[src/rtl/spr_pkg.sv]
// ----------------------------------------------------------------------------
// Servo position ramp package
// Types, codes and fixed constants shared by the servo ramp units.
// ----------------------------------------------------------------------------
`default_nettype none

package spr_pkg;

	// Speed is used clamped to 1..SPEED_MAX.
	localparam int SPEED_MAX = 100;

	localparam int POS_W   = 8;
	localparam int PULSE_W = 16;
	localparam int SPEED_W = 7;
	localparam int TMR_W   = 10;
	localparam int CMD_W   = 3;
	localparam int CFG_W   = 16;
	localparam int ADDR_W  = 3;

	// Command codes of the input word.
	localparam logic [CMD_W-1:0] CMD_TICK   = 3'd0;
	localparam logic [CMD_W-1:0] CMD_ACT    = 3'd1;
	localparam logic [CMD_W-1:0] CMD_DEACT  = 3'd2;
	localparam logic [CMD_W-1:0] CMD_DIRECT = 3'd3;
	localparam logic [CMD_W-1:0] CMD_GRAD   = 3'd4;

	// Register indexes of the configuration port.
	localparam logic [ADDR_W-1:0] REG_CH0_POS_MIN = 3'd0;
	localparam logic [ADDR_W-1:0] REG_CH0_POS_MAX = 3'd1;
	localparam logic [ADDR_W-1:0] REG_CH1_POS_MIN = 3'd2;
	localparam logic [ADDR_W-1:0] REG_CH1_POS_MAX = 3'd3;
	localparam logic [ADDR_W-1:0] REG_PULSE_MIN   = 3'd4;
	localparam logic [ADDR_W-1:0] REG_PULSE_MAX   = 3'd5;
	localparam logic [ADDR_W-1:0] REG_CH0_SPEED   = 3'd6;
	localparam logic [ADDR_W-1:0] REG_CH1_SPEED   = 3'd7;

	// Shared divider: 24-bit dividend, 8-bit divisor, two quotient bits a cycle.
	localparam int DIV_W     = 24;
	localparam int DVS_W     = 8;
	localparam int DIV_RADIX = 2;
	localparam int DIV_ITER  = DIV_W / DIV_RADIX;

	localparam logic [DIV_W-1:0]   DLY_NUM    = 24'd1000;
	localparam logic [SPEED_W-1:0] SLOW_SPEED = 7'd10;
	localparam logic [TMR_W-1:0]   SLOW_TRIM  = 10'd17;
	localparam logic [SPEED_W-1:0] SPEED_CAP  =
		(SPEED_MAX > 127) ? 7'd127 : SPEED_W'(SPEED_MAX);

	typedef enum logic [2:0] {
		OP_NOP,
		OP_TICK,
		OP_ACT,
		OP_DEACT,
		OP_DIRECT,
		OP_GRAD
	} op_t;

	typedef struct packed {
		op_t              op;
		logic             chan;
		logic [POS_W-1:0] position;
	} item_t;

	typedef struct packed {
		logic [1:0][POS_W-1:0]   pos_min;
		logic [1:0][POS_W-1:0]   pos_max;
		logic [PULSE_W-1:0]      pulse_min;
		logic [PULSE_W-1:0]      pulse_max;
		logic [1:0][SPEED_W-1:0] speed;
	} cfg_t;

	typedef struct packed {
		logic [PULSE_W-1:0] cmp_ch0;
		logic [PULSE_W-1:0] cmp_ch1;
		logic               on_ch0;
		logic               on_ch1;
		logic [POS_W-1:0]   pos_ch0;
		logic [POS_W-1:0]   pos_ch1;
		logic               busy_ch0;
		logic               busy_ch1;
	} res_t;

	typedef struct packed {
		logic             start;
		logic [DIV_W-1:0] dividend;
		logic [DVS_W-1:0] divisor;
	} div_req_t;

	typedef struct packed {
		logic             busy;
		logic             done;
		logic [DIV_W-1:0] quot;
		logic [DVS_W-1:0] rem;
	} div_rsp_t;

	typedef enum logic [3:0] {
		ST_IDLE,
		ST_DECODE,
		ST_TICK_CH,
		ST_TICK_NEXT,
		ST_MAP_PREP,
		ST_MAP_DIV,
		ST_MAP_WAIT,
		ST_DLY_DIV,
		ST_DLY_WAIT,
		ST_EMIT
	} st_t;

endpackage

`default_nettype wire

[src/rtl/spr_fifo.sv]
// ----------------------------------------------------------------------------
// Small word queue
// Register-based first-in first-out queue used on both sides of the ramp unit.
// ----------------------------------------------------------------------------
`default_nettype none

module spr_fifo #(
	parameter int DEPTH = 2,
	parameter int W     = 8
) (
	input  wire logic         clk,
	input  wire logic         arst_n,
	input  wire logic         push,
	input  wire logic [W-1:0] wdata,
	output logic              full,
	input  wire logic         pop,
	output logic [W-1:0]      rdata,
	output logic              empty
);

	localparam int AW = (DEPTH > 1) ? $clog2(DEPTH) : 1;
	localparam int CW = $clog2(DEPTH + 1);

	logic [W-1:0]  mem_q [DEPTH];
	logic [AW-1:0] wr_ptr_q, rd_ptr_q;
	logic [CW-1:0] count_q;
	logic          do_push, do_pop;

	assign full    = (count_q == CW'(DEPTH));
	assign empty   = (count_q == '0);
	assign do_push = push && !full;
	assign do_pop  = pop && !empty;
	assign rdata   = mem_q[rd_ptr_q];

	always_ff @(posedge clk) begin
		if (do_push) begin
			mem_q[wr_ptr_q] <= wdata;
		end
	end

	always_ff @(posedge clk or negedge arst_n) begin
		if (!arst_n) begin
			wr_ptr_q <= '0;
			rd_ptr_q <= '0;
			count_q  <= '0;
		end else begin
			if (do_push) begin
				wr_ptr_q <= (wr_ptr_q == AW'(DEPTH - 1)) ? '0 : wr_ptr_q + AW'(1);
			end
			if (do_pop) begin
				rd_ptr_q <= (rd_ptr_q == AW'(DEPTH - 1)) ? '0 : rd_ptr_q + AW'(1);
			end
			if (do_push && !do_pop) begin
				count_q <= count_q + CW'(1);
			end else if (do_pop && !do_push) begin
				count_q <= count_q - CW'(1);
			end
		end
	end

	a_count_bound: assert property (@(posedge clk) disable iff (!arst_n)
		count_q <= CW'(DEPTH))
		else $error("queue holds more words than its depth");

endmodule

`default_nettype wire

[src/rtl/spr_front.sv]
// ----------------------------------------------------------------------------
// Servo ramp command front end
// Takes command words, sorts them into operations and queues them.
// ----------------------------------------------------------------------------
`default_nettype none

module spr_front
	import spr_pkg::*;
#(
	parameter int NUM_CHANNELS = 2
) (
	input  wire logic             clk,
	input  wire logic             arst_n,
	input  wire logic             push,
	output logic                  full,
	input  wire logic [CMD_W-1:0] cmd,
	input  wire logic             chan,
	input  wire logic [POS_W-1:0] position,
	output logic                  item_valid,
	output item_t                 item,
	input  wire logic             item_pop
);

	item_t                   in_item;
	logic                    chan_ok;
	logic                    q_empty;
	logic [$bits(item_t)-1:0] q_rdata;

	assign chan_ok = ({31'b0, chan} < 32'(NUM_CHANNELS));

	// Commands to a channel that does not exist, and unused codes, do nothing.
	always_comb begin
		in_item.chan     = chan;
		in_item.position = position;
		unique case (cmd)
			CMD_TICK:   in_item.op = OP_TICK;
			CMD_ACT:    in_item.op = chan_ok ? OP_ACT : OP_NOP;
			CMD_DEACT:  in_item.op = chan_ok ? OP_DEACT : OP_NOP;
			CMD_DIRECT: in_item.op = chan_ok ? OP_DIRECT : OP_NOP;
			CMD_GRAD:   in_item.op = chan_ok ? OP_GRAD : OP_NOP;
			default:    in_item.op = OP_NOP;
		endcase
	end

	spr_fifo #(
		.DEPTH(2),
		.W($bits(item_t))
	) u_cmd_q (
		.clk(clk),
		.arst_n(arst_n),
		.push(push),
		.wdata(in_item),
		.full(full),
		.pop(item_pop),
		.rdata(q_rdata),
		.empty(q_empty)
	);

	assign item_valid = !q_empty;
	assign item       = item_t'(q_rdata);

endmodule

`default_nettype wire

[src/rtl/spr_div.sv]
// ----------------------------------------------------------------------------
// Servo ramp divider
// Iterative unsigned restoring divider, two quotient bits per cycle.
// ----------------------------------------------------------------------------
`default_nettype none

module spr_div
	import spr_pkg::*;
(
	input  wire logic     clk,
	input  wire logic     arst_n,
	input  wire div_req_t req,
	output div_rsp_t      rsp
);

	localparam int CNT_W = $clog2(DIV_ITER + 1);

	logic [DIV_W-1:0] acc_q, acc_d;
	logic [DVS_W-1:0] rem_q, rem_d, dvs_q;
	logic [DVS_W:0]   trial;
	logic [CNT_W-1:0] cnt_q;
	logic             busy_q, done_q;

	// The accumulator shifts dividend bits out at the top and quotient bits in
	// at the bottom.
	always_comb begin
		rem_d = rem_q;
		acc_d = acc_q;
		trial = '0;
		for (int k = 0; k < DIV_RADIX; k++) begin
			trial = {rem_d, acc_d[DIV_W-1]};
			acc_d = {acc_d[DIV_W-2:0], 1'b0};
			if (trial >= {1'b0, dvs_q}) begin
				trial    = trial - {1'b0, dvs_q};
				acc_d[0] = 1'b1;
			end
			rem_d = trial[DVS_W-1:0];
		end
	end

	always_ff @(posedge clk) begin
		if (req.start) begin
			acc_q <= req.dividend;
			rem_q <= '0;
			dvs_q <= req.divisor;
		end else if (busy_q) begin
			acc_q <= acc_d;
			rem_q <= rem_d;
		end
	end

	always_ff @(posedge clk or negedge arst_n) begin
		if (!arst_n) begin
			busy_q <= 1'b0;
			done_q <= 1'b0;
			cnt_q  <= '0;
		end else begin
			done_q <= 1'b0;
			if (req.start) begin
				busy_q <= 1'b1;
				cnt_q  <= CNT_W'(DIV_ITER);
			end else if (busy_q) begin
				cnt_q <= cnt_q - CNT_W'(1);
				if (cnt_q == CNT_W'(1)) begin
					busy_q <= 1'b0;
					done_q <= 1'b1;
				end
			end
		end
	end

	assign rsp.busy = busy_q;
	assign rsp.done = done_q;
	assign rsp.quot = acc_q;
	assign rsp.rem  = rem_q;

	a_start_idle: assert property (@(posedge clk) disable iff (!arst_n)
		req.start |-> !busy_q)
		else $error("division started while another is running");

	a_done_after_run: assert property (@(posedge clk) disable iff (!arst_n)
		done_q |-> $past(busy_q))
		else $error("division finished without having run");

endmodule

`default_nettype wire

[src/rtl/spr_exec.sv]
// ----------------------------------------------------------------------------
// Servo ramp execution unit
// Holds the channel state, carries out queued operations and builds results.
// ----------------------------------------------------------------------------
`default_nettype none

module spr_exec
	import spr_pkg::*;
#(
	parameter int NUM_CHANNELS = 2
) (
	input  wire logic  clk,
	input  wire logic  arst_n,
	input  wire cfg_t  cfg,
	input  wire logic  item_valid,
	input  wire item_t item,
	output logic       item_pop,
	input  wire logic  res_full,
	output logic       res_push,
	output res_t       res
);

	st_t st_q, st_d;
	op_t op_q;
	logic             ch_q;
	logic [POS_W-1:0] pos_q;

	logic [POS_W-1:0]   cur_pos_q [NUM_CHANNELS];
	logic [POS_W-1:0]   tgt_pos_q [NUM_CHANNELS];
	logic [TMR_W-1:0]   tmr_q     [NUM_CHANNELS];
	logic [PULSE_W-1:0] cmpv_q    [NUM_CHANNELS];
	logic               on_q      [NUM_CHANNELS];

	logic [DIV_W-1:0] prod_q;
	logic [DVS_W-1:0] span_q;
	logic             neg_q, flat_q;

	logic [POS_W-1:0]   lo, hi, raw, clamped, cur_c, tgt_c, xl;
	logic [TMR_W-1:0]   tmr_c, tmr_dec, dly_val;
	logic               moving, step_now, last_ch, slow;
	logic [SPEED_W-1:0] s_raw, s_eff;
	logic [PULSE_W:0]   diff;
	logic [PULSE_W-1:0] mag16, qadj, map_val;
	st_t                map_next;

	div_req_t div_req;
	div_rsp_t div_rsp;

	spr_div u_div (
		.clk(clk),
		.arst_n(arst_n),
		.req(div_req),
		.rsp(div_rsp)
	);

	// Operands for the channel in hand.
	assign lo    = cfg.pos_min[ch_q];
	assign hi    = cfg.pos_max[ch_q];
	assign cur_c = cur_pos_q[ch_q];
	assign tgt_c = tgt_pos_q[ch_q];
	assign tmr_c = tmr_q[ch_q];

	// A tick maps the stepped position, which may lie outside changed limits.
	assign raw     = (op_q == OP_TICK) ? cur_c : pos_q;
	assign clamped = (raw < lo) ? lo : ((raw > hi) ? hi : raw);
	assign xl      = clamped - lo;

	assign moving   = (cur_c != tgt_c);
	assign tmr_dec  = (tmr_c == '0) ? '0 : tmr_c - TMR_W'(1);
	assign step_now = (tmr_dec == '0);
	assign last_ch  = (ch_q == 1'(NUM_CHANNELS - 1));

	assign s_raw = cfg.speed[ch_q];
	assign s_eff = (s_raw == '0) ? SPEED_W'(1) : ((s_raw > SPEED_CAP) ? SPEED_CAP : s_raw);
	assign slow  = (s_eff <= SLOW_SPEED);

	assign diff  = {1'b0, cfg.pulse_max} - {1'b0, cfg.pulse_min};
	assign mag16 = diff[PULSE_W] ? PULSE_W'(~diff[PULSE_W-1:0] + PULSE_W'(1))
		: diff[PULSE_W-1:0];

	// A descending map rounds the quotient away from zero, i.e. towards minus
	// infinity once negated.
	assign qadj    = div_rsp.quot[PULSE_W-1:0]
		+ PULSE_W'(neg_q && (div_rsp.rem != '0));
	assign map_val = flat_q ? cfg.pulse_min
		: cfg.pulse_min + (neg_q ? PULSE_W'(~qadj + PULSE_W'(1)) : qadj);
	assign dly_val = div_rsp.quot[TMR_W-1:0] - (slow ? SLOW_TRIM : '0);

	assign map_next = (op_q == OP_TICK) ? ST_DLY_DIV : ST_EMIT;

	// Next state.
	always_comb begin
		st_d = st_q;
		unique case (st_q)
			ST_IDLE: begin
				if (item_valid && !res_full) st_d = ST_DECODE;
			end
			ST_DECODE: begin
				unique case (op_q) inside
					OP_TICK:            st_d = ST_TICK_CH;
					OP_ACT, OP_DIRECT:  st_d = ST_MAP_PREP;
					OP_GRAD:            st_d = ST_DLY_DIV;
					default:            st_d = ST_EMIT;
				endcase
			end
			ST_TICK_CH: begin
				st_d = (moving && step_now) ? ST_MAP_PREP : ST_TICK_NEXT;
			end
			ST_TICK_NEXT: begin
				st_d = last_ch ? ST_EMIT : ST_TICK_CH;
			end
			ST_MAP_PREP: begin
				st_d = ST_MAP_DIV;
			end
			ST_MAP_DIV: begin
				st_d = flat_q ? map_next : ST_MAP_WAIT;
			end
			ST_MAP_WAIT: begin
				if (div_rsp.done) st_d = map_next;
			end
			ST_DLY_DIV: begin
				st_d = ST_DLY_WAIT;
			end
			ST_DLY_WAIT: begin
				if (div_rsp.done) st_d = (op_q == OP_TICK) ? ST_TICK_NEXT : ST_EMIT;
			end
			ST_EMIT: begin
				st_d = ST_IDLE;
			end
			default: st_d = ST_IDLE;
		endcase
	end

	// Outputs of the sequencer.
	always_comb begin
		item_pop         = (st_q == ST_IDLE) && item_valid && !res_full;
		res_push         = (st_q == ST_EMIT);
		div_req.start    = ((st_q == ST_MAP_DIV) && !flat_q) || (st_q == ST_DLY_DIV);
		div_req.dividend = (st_q == ST_DLY_DIV) ? DLY_NUM : prod_q;
		div_req.divisor  = (st_q == ST_DLY_DIV) ? DVS_W'(s_eff) : span_q;
	end

	always_ff @(posedge clk or negedge arst_n) begin
		if (!arst_n) begin
			st_q   <= ST_IDLE;
			op_q   <= OP_NOP;
			ch_q   <= 1'b0;
			pos_q  <= '0;
			flat_q <= 1'b0;
		end else begin
			st_q <= st_d;
			if (item_pop) begin
				op_q  <= item.op;
				ch_q  <= (item.op == OP_TICK) ? 1'b0 : item.chan;
				pos_q <= item.position;
			end
			if (st_q == ST_TICK_NEXT && !last_ch) begin
				ch_q <= ch_q + 1'b1;
			end
			if (st_q == ST_MAP_PREP) begin
				flat_q <= (hi <= lo);
			end
		end
	end

	// Product of the map, registered ahead of the divider.
	always_ff @(posedge clk) begin
		if (st_q == ST_MAP_PREP) begin
			prod_q <= {8'b0, mag16} * {16'b0, xl};
			span_q <= hi - lo;
			neg_q  <= diff[PULSE_W];
		end
	end

	always_ff @(posedge clk or negedge arst_n) begin
		if (!arst_n) begin
			for (int i = 0; i < NUM_CHANNELS; i++) begin
				cur_pos_q[i] <= '0;
				tgt_pos_q[i] <= '0;
				tmr_q[i]     <= '0;
				cmpv_q[i]    <= '0;
				on_q[i]      <= 1'b0;
			end
		end else begin
			case (st_q)
				ST_DECODE: begin
					case (op_q)
						OP_ACT: begin
							cur_pos_q[ch_q] <= clamped;
							tgt_pos_q[ch_q] <= clamped;
							on_q[ch_q]      <= 1'b1;
						end
						OP_DIRECT: begin
							cur_pos_q[ch_q] <= clamped;
							tgt_pos_q[ch_q] <= clamped;
						end
						OP_DEACT: begin
							on_q[ch_q]      <= 1'b0;
							cmpv_q[ch_q]    <= '0;
							tgt_pos_q[ch_q] <= cur_c;
						end
						OP_GRAD: begin
							tgt_pos_q[ch_q] <= clamped;
						end
						default: ;
					endcase
				end
				ST_TICK_CH: begin
					if (moving) begin
						if (step_now) begin
							cur_pos_q[ch_q] <= (cur_c < tgt_c) ? cur_c + POS_W'(1)
								: cur_c - POS_W'(1);
						end else begin
							tmr_q[ch_q] <= tmr_dec;
						end
					end
				end
				ST_MAP_DIV: begin
					if (flat_q) cmpv_q[ch_q] <= map_val;
				end
				ST_MAP_WAIT: begin
					if (div_rsp.done) cmpv_q[ch_q] <= map_val;
				end
				ST_DLY_WAIT: begin
					if (div_rsp.done) tmr_q[ch_q] <= dly_val;
				end
				default: ;
			endcase
		end
	end

	// Result word from the current state; absent channels read as zero.
	logic [1:0][PULSE_W-1:0] cmp_o;
	logic [1:0][POS_W-1:0]   pos_o;
	logic [1:0]              on_o, busy_o;

	for (genvar k = 0; k < 2; k++) begin : g_out
		if (k < NUM_CHANNELS) begin : g_chan
			assign on_o[k]   = on_q[k];
			assign cmp_o[k]  = on_q[k] ? cmpv_q[k] : '0;
			assign pos_o[k]  = cur_pos_q[k];
			assign busy_o[k] = (cur_pos_q[k] != tgt_pos_q[k]);
		end else begin : g_none
			assign on_o[k]   = 1'b0;
			assign cmp_o[k]  = '0;
			assign pos_o[k]  = '0;
			assign busy_o[k] = 1'b0;
		end
	end

	assign res.cmp_ch0  = cmp_o[0];
	assign res.cmp_ch1  = cmp_o[1];
	assign res.on_ch0   = on_o[0];
	assign res.on_ch1   = on_o[1];
	assign res.pos_ch0  = pos_o[0];
	assign res.pos_ch1  = pos_o[1];
	assign res.busy_ch0 = busy_o[0];
	assign res.busy_ch1 = busy_o[1];

	a_push_room: assert property (@(posedge clk) disable iff (!arst_n)
		res_push |-> !res_full)
		else $error("result word pushed into a full queue");

	a_wait_has_div: assert property (@(posedge clk) disable iff (!arst_n)
		(st_q == ST_MAP_WAIT || st_q == ST_DLY_WAIT) |-> (div_rsp.busy || div_rsp.done))
		else $error("waiting on a divider that is not running");

endmodule

`default_nettype wire

[src/rtl/servo_position_ramp_pwm_unit.sv]
// ----------------------------------------------------------------------------
// Servo position ramp unit
// Two-channel servo position ramp with linear pulse compare mapping.
// ----------------------------------------------------------------------------
//  Port group   Handshake        Contents
//  command      push / full      cmd, chan, position
//  result       pop / empty      cmp_ch*, on_ch*, pos_ch*, busy_ch*
//  config       cfg_we           cfg_addr, cfg_data (no wait, no read-back)
//
// A no-op or deactivate needs no division; a direct or activating move divides
// once for the pulse map, a gradual move once for the step delay, and a tick
// up to twice for each stepping channel. All of these share one divider,
// which a tick of two stepping channels uses up to four times.
// Two-word queues on both sides let commands be taken while results wait.
// Reset clears all channel state and loads the register defaults.
// ----------------------------------------------------------------------------
`default_nettype none

module servo_position_ramp_pwm_unit
	import spr_pkg::*;
#(
	parameter int NUM_CHANNELS = 2
) (
	input  wire logic              clk,
	input  wire logic              arst_n,
	input  wire logic              push,
	output logic                   full,
	input  wire logic [CMD_W-1:0]  cmd,
	input  wire logic              chan,
	input  wire logic [POS_W-1:0]  position,
	output logic                   empty,
	input  wire logic              pop,
	output logic [PULSE_W-1:0]     cmp_ch0,
	output logic [PULSE_W-1:0]     cmp_ch1,
	output logic                   on_ch0,
	output logic                   on_ch1,
	output logic [POS_W-1:0]       pos_ch0,
	output logic [POS_W-1:0]       pos_ch1,
	output logic                   busy_ch0,
	output logic                   busy_ch1,
	input  wire logic              cfg_we,
	input  wire logic [ADDR_W-1:0] cfg_addr,
	input  wire logic [CFG_W-1:0]  cfg_data
);

	cfg_t  cfg_q;
	item_t item;
	logic  item_valid, item_pop;
	logic  res_push, res_full;
	res_t  res_in, res_out;
	logic [$bits(res_t)-1:0] res_rdata;

	always_ff @(posedge clk or negedge arst_n) begin
		if (!arst_n) begin
			cfg_q.pos_min   <= {8'd0, 8'd0};
			cfg_q.pos_max   <= {8'd180, 8'd180};
			cfg_q.pulse_min <= 16'd1000;
			cfg_q.pulse_max <= 16'd5000;
			cfg_q.speed     <= {7'd60, 7'd60};
		end else if (cfg_we) begin
			unique case (cfg_addr)
				REG_CH0_POS_MIN: cfg_q.pos_min[0] <= cfg_data[POS_W-1:0];
				REG_CH0_POS_MAX: cfg_q.pos_max[0] <= cfg_data[POS_W-1:0];
				REG_CH1_POS_MIN: cfg_q.pos_min[1] <= cfg_data[POS_W-1:0];
				REG_CH1_POS_MAX: cfg_q.pos_max[1] <= cfg_data[POS_W-1:0];
				REG_PULSE_MIN:   cfg_q.pulse_min  <= cfg_data[PULSE_W-1:0];
				REG_PULSE_MAX:   cfg_q.pulse_max  <= cfg_data[PULSE_W-1:0];
				REG_CH0_SPEED:   cfg_q.speed[0]   <= cfg_data[SPEED_W-1:0];
				REG_CH1_SPEED:   cfg_q.speed[1]   <= cfg_data[SPEED_W-1:0];
				default: ;
			endcase
		end
	end

	spr_front #(
		.NUM_CHANNELS(NUM_CHANNELS)
	) u_front (
		.clk(clk),
		.arst_n(arst_n),
		.push(push),
		.full(full),
		.cmd(cmd),
		.chan(chan),
		.position(position),
		.item_valid(item_valid),
		.item(item),
		.item_pop(item_pop)
	);

	spr_exec #(
		.NUM_CHANNELS(NUM_CHANNELS)
	) u_exec (
		.clk(clk),
		.arst_n(arst_n),
		.cfg(cfg_q),
		.item_valid(item_valid),
		.item(item),
		.item_pop(item_pop),
		.res_full(res_full),
		.res_push(res_push),
		.res(res_in)
	);

	spr_fifo #(
		.DEPTH(2),
		.W($bits(res_t))
	) u_res_q (
		.clk(clk),
		.arst_n(arst_n),
		.push(res_push),
		.wdata(res_in),
		.full(res_full),
		.pop(pop),
		.rdata(res_rdata),
		.empty(empty)
	);

	assign res_out  = res_t'(res_rdata);
	assign cmp_ch0  = res_out.cmp_ch0;
	assign cmp_ch1  = res_out.cmp_ch1;
	assign on_ch0   = res_out.on_ch0;
	assign on_ch1   = res_out.on_ch1;
	assign pos_ch0  = res_out.pos_ch0;
	assign pos_ch1  = res_out.pos_ch1;
	assign busy_ch0 = res_out.busy_ch0;
	assign busy_ch1 = res_out.busy_ch1;

endmodule

`default_nettype wire
[config.mk]
export PLATFORM = sky130hd
export DESIGN_NAME = servo_position_ramp_pwm_unit
export DESIGN_NICKNAME = d
export VERILOG_FILES = /design/src/rtl/spr_pkg.sv /design/src/rtl/spr_fifo.sv /design/src/rtl/spr_front.sv /design/src/rtl/spr_div.sv /design/src/rtl/spr_exec.sv /design/src/rtl/servo_position_ramp_pwm_unit.sv
export SDC_FILE = /design/constraint.sdc
export NUM_CORES = 1
export LEC_CHECK = 0
export ABC_AREA = 1
export CORE_MARGIN = 4
export CORE_UTILIZATION = 30
export CTS_BUF_LIST = sky130_fd_sc_hd__clkbuf_4
export DETAILED_ROUTE_END_ITERATION = 10
export DONT_BUFFER_PORTS = 1
export GPL_TIMING_DRIVEN = 0
export PLACE_DENSITY = 0.5
export SLEW_MARGIN = 0
export SYNTH_ARGS = -nofsm -noshare
export SYNTH_HDL_FRONTEND = slang
export SYNTH_SLANG_ARGS = --single-unit
[constraint.sdc]
create_clock -name clk -period 10.1 [get_ports clk]
set_input_delay 1.515 -clock clk [delete_from_list [all_inputs] [get_ports clk]]
set_output_delay 1.515 -clock clk [all_outputs]
set_load 0.1 [all_outputs]
==> results of run 1 <==
-- through the flow --
stage / worst slack, ps / setup TNS, ps / cell area, um2 / hold slack, ps
floorplan: 1559 / 0 / 26660 / 440.2
global placement: -1169 / -11480 / 28120 / 452.1
detailed placement: -1121 / -10590 / 28240 / 456.1
CTS: 78.56 / 0 / 29770 / 253.1
global route: 28.86 / 0 / 29810 / 304.2
finish: 628.2 / 0 / 29820 / 385.6
-- metal layers --
layer	routed length (um)	GRT usage
met2	35180	0.2639
met5	0	0
met1	38090	0.2394
met3	3934	0.02383
met4	1368	0.04252
-- synth_stat cells, types with 10 or more instances --
| master | instances | area share |
|---|---|---|
| dfstp_2 | 27 | 0.027 |
| dfrtp_1 | 168 | 0.16 |
| a21oi_1 | 128 | 0.024 |
| o21ai_1 | 18 | 0.0034 |
| mux2i_1 | 11 | 0.0041 |
| ha_1 | 148 | 0.069 |
| nand3b_1 | 12 | 0.0034 |
| a31oi_1 | 11 | 0.0026 |
| clkbuf_1 | 71 | 0.010 |
| or2_2 | 21 | 0.0049 |
| xor2_1 | 67 | 0.022 |
| xnor2_1 | 31 | 0.010 |
| o21ai_0 | 285 | 0.054 |
| o21bai_1 | 10 | 0.0028 |
| fa_1 | 91 | 0.068 |
| nor2_1 | 236 | 0.033 |
| and2_1 | 11 | 0.0026 |
| o211ai_1 | 11 | 0.0031 |
| inv_1 | 490 | 0.069 |
| edfxtp_1 | 193 | 0.22 |
| nor3_1 | 18 | 0.0034 |
| nand2_1 | 916 | 0.13 |
| nand4_1 | 62 | 0.015 |
| nand3_1 | 164 | 0.031 |
-- state kept, by name (all words and copies together) (netlist names), 3 cells and up, named ones only --
register,count
u_exec.u_div.dvs_q,8
u_exec.res,16
u_exec.cmpv_q,32
u_res_q.mem_q,104
u_exec.tmr_q,20
cfg_q,78
u_exec.prod_q,24
u_exec.st_q,4
u_exec.tgt_pos_q,16
u_exec.u_div.acc_q,24
u_exec.pos_q,8
u_exec.op_q,3
u_exec.u_div.rem_q,8
u_exec.u_div.cnt_q,4
u_exec.span_q,8
u_front.u_cmd_q.mem_q,24
-- area by class of cell --
cell class	count	share of cell area
multi-input cells	2326	0.4576
flip-flops and latches	396	0.3645
inverters	501	0.06307
well taps	1165	0.04889
clock buffers	176	0.04431
plain buffers	83	0.01238
clock inverters	30	0.005581
repair buffers	5	0.003441
diodes	2	0.0001678
-- what timing repair did --
item                                    in CTS  in global routing
buffers inserted                             0                  1
pin swaps                                    0                  1
endpoints found under the hold margin        0                  0
resized for setup                           10                 23
endpoints found under the setup margin      17                 14
-- critical path: cells and delay by family (launching register included) --
kind,cells,cell delay (ps)
AO/OA/AOI/OAI,13,2830
flip-flops,1,430
XOR/XNOR,1,170
AND/OR/NAND/NOR,15,1620
adder cells (fa/ha/maj),7,3150
buffers and inverters,7,1050
-- kinds of logic (layout without fill, tap and decap cells) --
| group | count (synthesis) | in the layout | share of synthesized area |
|---|---|---|---|
| AO/OA/AOI/OAI | 511 | 511 | 0.1039 |
| multiplexers | 12 | 12 | 0.004553 |
| adder cells (fa/ha/maj) | 239 | 239 | 0.1378 |
| other | 0 | 2 | 0 |
| buffers and inverters | 588 | 795 | 0.08443 |
| AND/OR/NAND/NOR | 1466 | 1466 | 0.2294 |
| flip-flops | 396 | 396 | 0.4077 |
| XOR/XNOR | 98 | 98 | 0.03220 |
-- path summary, 6_finish.rpt --
check,endpoint,slack (ps),cells after the start
hold reg to reg,u_exec.st_q[3],460,1
setup reg to reg,u_exec.prod_q[18],630,43
hold / removal,cfg_q[60],390,0
max in group asynchronous,u_exec.tmr_q[16],9270,0
setup / recovery,u_exec.prod_q[18],630,43
min in group clk,u_exec.st_q[3],460,1
==> qor.txt, run 1 <==
initial antenna violation count - 1
Wirelength per Cell - 16.77 um
Worst-Skew Late Latency - 850 ps
CTS tree - yes
CTS root buf - clkbuf_4
CP Class - register to register
crit end category - register
largest net degree at the start of global routing - 196
final worst path period need - 9472 ps
die height - 306.1 um
nets - 3697
ys async rst share - 0.4924
CP peak stage delay - 760 ps
Data arrival, critical path - 10020 ps
Hold Vio Cnt, Final - 0
Initial Util - 0.3021
CTS H-Tree Depth - 3
Slew @ Worst Pin - 1190 ps
ys flop type - edfxtp_1
status - complete, no violations
drc violations - 0
crit-path max FO - 19
Starting DRT DRC Count - 1383
non-filler instance count after layout - 4684
synthesized area per cell - 8.054 um2
Die Wd - 306.1 um
fin crit share - 0.9378
synth warn - 0
Syn Nets - 3585
Mapped Cells - 3310
number of flops mapped to enable cells by yosys - 193
worst r2r src - u_exec.ch_q
synth unique cells - 57
total CTS buffers - 109
slew margin rel. - 0.2058
routability cong. - 0.8997
fin. max-slew vios - 0
post-synthesis sequential area ratio - 0.4077
Placed Cells - 4479
Sinks on Clock Net - 396
worst endpoint required time - 10640 ps
RSZ-0062 raised after global routing - false
Final ANT Viol Nets - 0
Mapped Area - 26660 um2
Fill cells - 9469
clock buffer depth - 3
setup violators final - 0
post-layout util - 0.3379
crit-path most repeated cell - nand2_1
Crit-path slowest cell - o21ai_0
DRT Pass-1 Iters - 5
GRT overflow - 0
Core Footprint - 88240 um2
Yosys reg bits - 396
cts hold-fix bufs - 0
most frequent cells in the layout - nand2_1 (915), inv_1 (490), o21ai_0 (278)
average vias per placed instance - 4.699
Reg clk slew, reported paths - 60 ps
CP Launch Type - register
first-pass GRT wire length - 123800 um
hold crit path type - input pin to async pin
most common cell after layout, fill and taps aside - nand2_1
DIE AREA - 93700 um2
io pins - 90
multi-input logic area - 13650 um2
vias - 22010
gr usage total - 0.1664
clk_skew - 83.73 ps
HPWL after DPL - 61940 um
maximum capacitance violations - 0
Port Buf Inserts - 0
Std-Cell Rows - 109
Worst setup startpoint - u_exec.ch_q
vias in the first global route - 21527
fmax - 105.6 MHz
drt total wl - 78570 um
synthesis-to-finish area growth - 11.85%
share of cells above drive strength 1 - 0.08530
register area - 10870 um2
Power of run 1 is left out: the tool's default activity adds up to more than one toggle a clock period on the data nets, which glitch-free logic cannot reach.
==> run 2: changes to the inputs <==
Settings changed: CELL_PAD_IN_SITES_DETAIL_PLACEMENT from default to 1, CELL_PAD_IN_SITES_GLOBAL_PLACEMENT from default to 2, GPL_ROUTABILITY_DRIVEN from default to 1, PLACE_DENSITY 0.5 to 0.7.
==> qor.txt, run 2 (synthesis gave the netlist of run 1 again) <==
largest net degree at the start of global routing - 196
die height - 306.1 um
hold crit path type - input pin to async pin
Slew @ Worst Pin - 1178 ps
CTS H-Tree Depth - 3
Initial Util - 0.3021
Port Buf Inserts - 0
CTS tree - yes
most frequent cells in the layout - nand2_1 (915), inv_1 (490), o21ai_0 (276)
clk_skew - 108.9 ps
multi-input logic area - 13660 um2
Reg clk slew, reported paths - 70 ps
HPWL after DPL - 68520 um
R2R setup slack - 650 ps
nets - 3702
worst r2r path cells - 43
clock buffer depth - 3
DRT Pass-1 Iters - 5
status - complete, no violations
crit-path most repeated cell - nand2_1
top flop regs - u_res_q.mem_q: 104 flops, cfg_q: 78 flops, u_exec.cmpv_q: 32 flops
drt total wl - 85730 um
Final ANT Viol Nets - 0
Design Area, Final - 29890 um2
fin. max-slew vios - 0
most common cell after layout, fill and taps aside - nand2_1
Wirelength per Cell - 18.28 um
maximum capacitance violations - 0
average vias per placed instance - 4.729
io pins - 90
final worst path period need - 9448 ps
crit end category - register
DIE AREA - 93700 um2
drc violations - 0
Core Footprint - 88240 um2
first-pass GRT wire length - 135400 um
Crit-path slowest cell - o21ai_1
routability cong. - 0.8249
Fill cells - 10697
total CTS buffers - 108
fin crit share - 0.9354
Die Wd - 306.1 um
synthesis-to-finish area growth - 12.10%
register area - 10870 um2
gr usage total - 0.1842
Starting DRT DRC Count - 1091
Data arrival, critical path - 10140 ps
share of cells above drive strength 1 - 0.08546
CP peak stage delay - 570 ps
worst endpoint required time - 10790 ps
Post-DP Area - 28200 um2
Fin Setup TNS - 0 ps
slew margin rel. - 0.2138
Sinks on Clock Net - 396
setup violators final - 0
Place WS - -1349 ps
vias in the first global route - 23269
vias - 22175
worst flop-to-flop path endpoint - u_exec.prod_q[18]
cts hold-fix bufs - 0
fmax - 105.8 MHz
Hold Vio Cnt, Final - 0
CTS root buf - clkbuf_4
initial antenna violation count - 4
Worst Slack Setup Final - 652.2 ps
Std-Cell Rows - 109
CP Launch Type - register
crit-path max FO - 19
worst r2r src - u_exec.ch_q
largest reg by FF count - u_res_q.mem_q
Worst-Skew Late Latency - 950 ps
GRT overflow - 0
CP Class - register to register
max reg flops - 104
run 2: per-stage QoR:
stage               std cells  hold slack, ps    util
floorplan                3310           440.2       -
global placement         4475           444.4  0.3186
detailed placement       4478           457.7  0.3196
CTS                      4680           149.9  0.3374
global route             4689           186.7  0.3387
finish                   4689           296.0  0.3387
run 2: critical path, delay by kind of cell, from the launching register on:
family,cells,cell delay [ps]
AND/OR/NAND/NOR,13,1560
flip-flops,1,420
buffers and inverters,7,1110
adder cells (fa/ha/maj),7,3110
XOR/XNOR,1,150
AO/OA/AOI/OAI,15,2820
run 2: worst max-delay path by stage:
stage	depth (start not counted)	start	end	slack, ps
after detailed placement	34	u_exec.ch_q	u_exec.prod_q[21]	-1350
after global placement	34	u_exec.ch_q	u_exec.prod_q[21]	-1320
after floorplan	41	u_exec.ch_q	u_exec.prod_q[18]	1560
after global routing	48	u_exec.ch_q	u_exec.prod_q[21]	-20
final	43	u_exec.ch_q	u_exec.prod_q[18]	650
after CTS	42	u_exec.op_q[0]	u_exec.prod_q[18]	20
run 2: layout make-up:
cell class | instances | area share
Antenna cell | 2 | 0.0001675
Buffer | 84 | 0.01264
Clock buffer | 165 | 0.04145
Clock inverter | 40 | 0.009503
Inverter | 501 | 0.06292
Multi-Input combinational cell | 2326 | 0.4571
Sequential cell | 396 | 0.3637
Tap cell | 1165 | 0.04877
Timing Repair Buffer | 10 | 0.003768
run 2: metal layers:
| layer | track usage | up-vias | routed length (um) |
|---|---|---|---|
| met4 | 0.03717 | 0 | 976 |
| met5 | 0 | - | 0 |
| li1 | - | 11046 | - |
| met3 | 0.02507 | 75 | 2946 |
| met1 | 0.2652 | 10755 | 42600 |
| met2 | 0.2977 | 299 | 39210 |
run 2: what timing repair did:
item	CTS	global route
setup endpoints to repair	17	15
setup buffers	0	7
pin swaps	0	2
resized for setup	17	23
Power of run 2 is left out for the same reason.
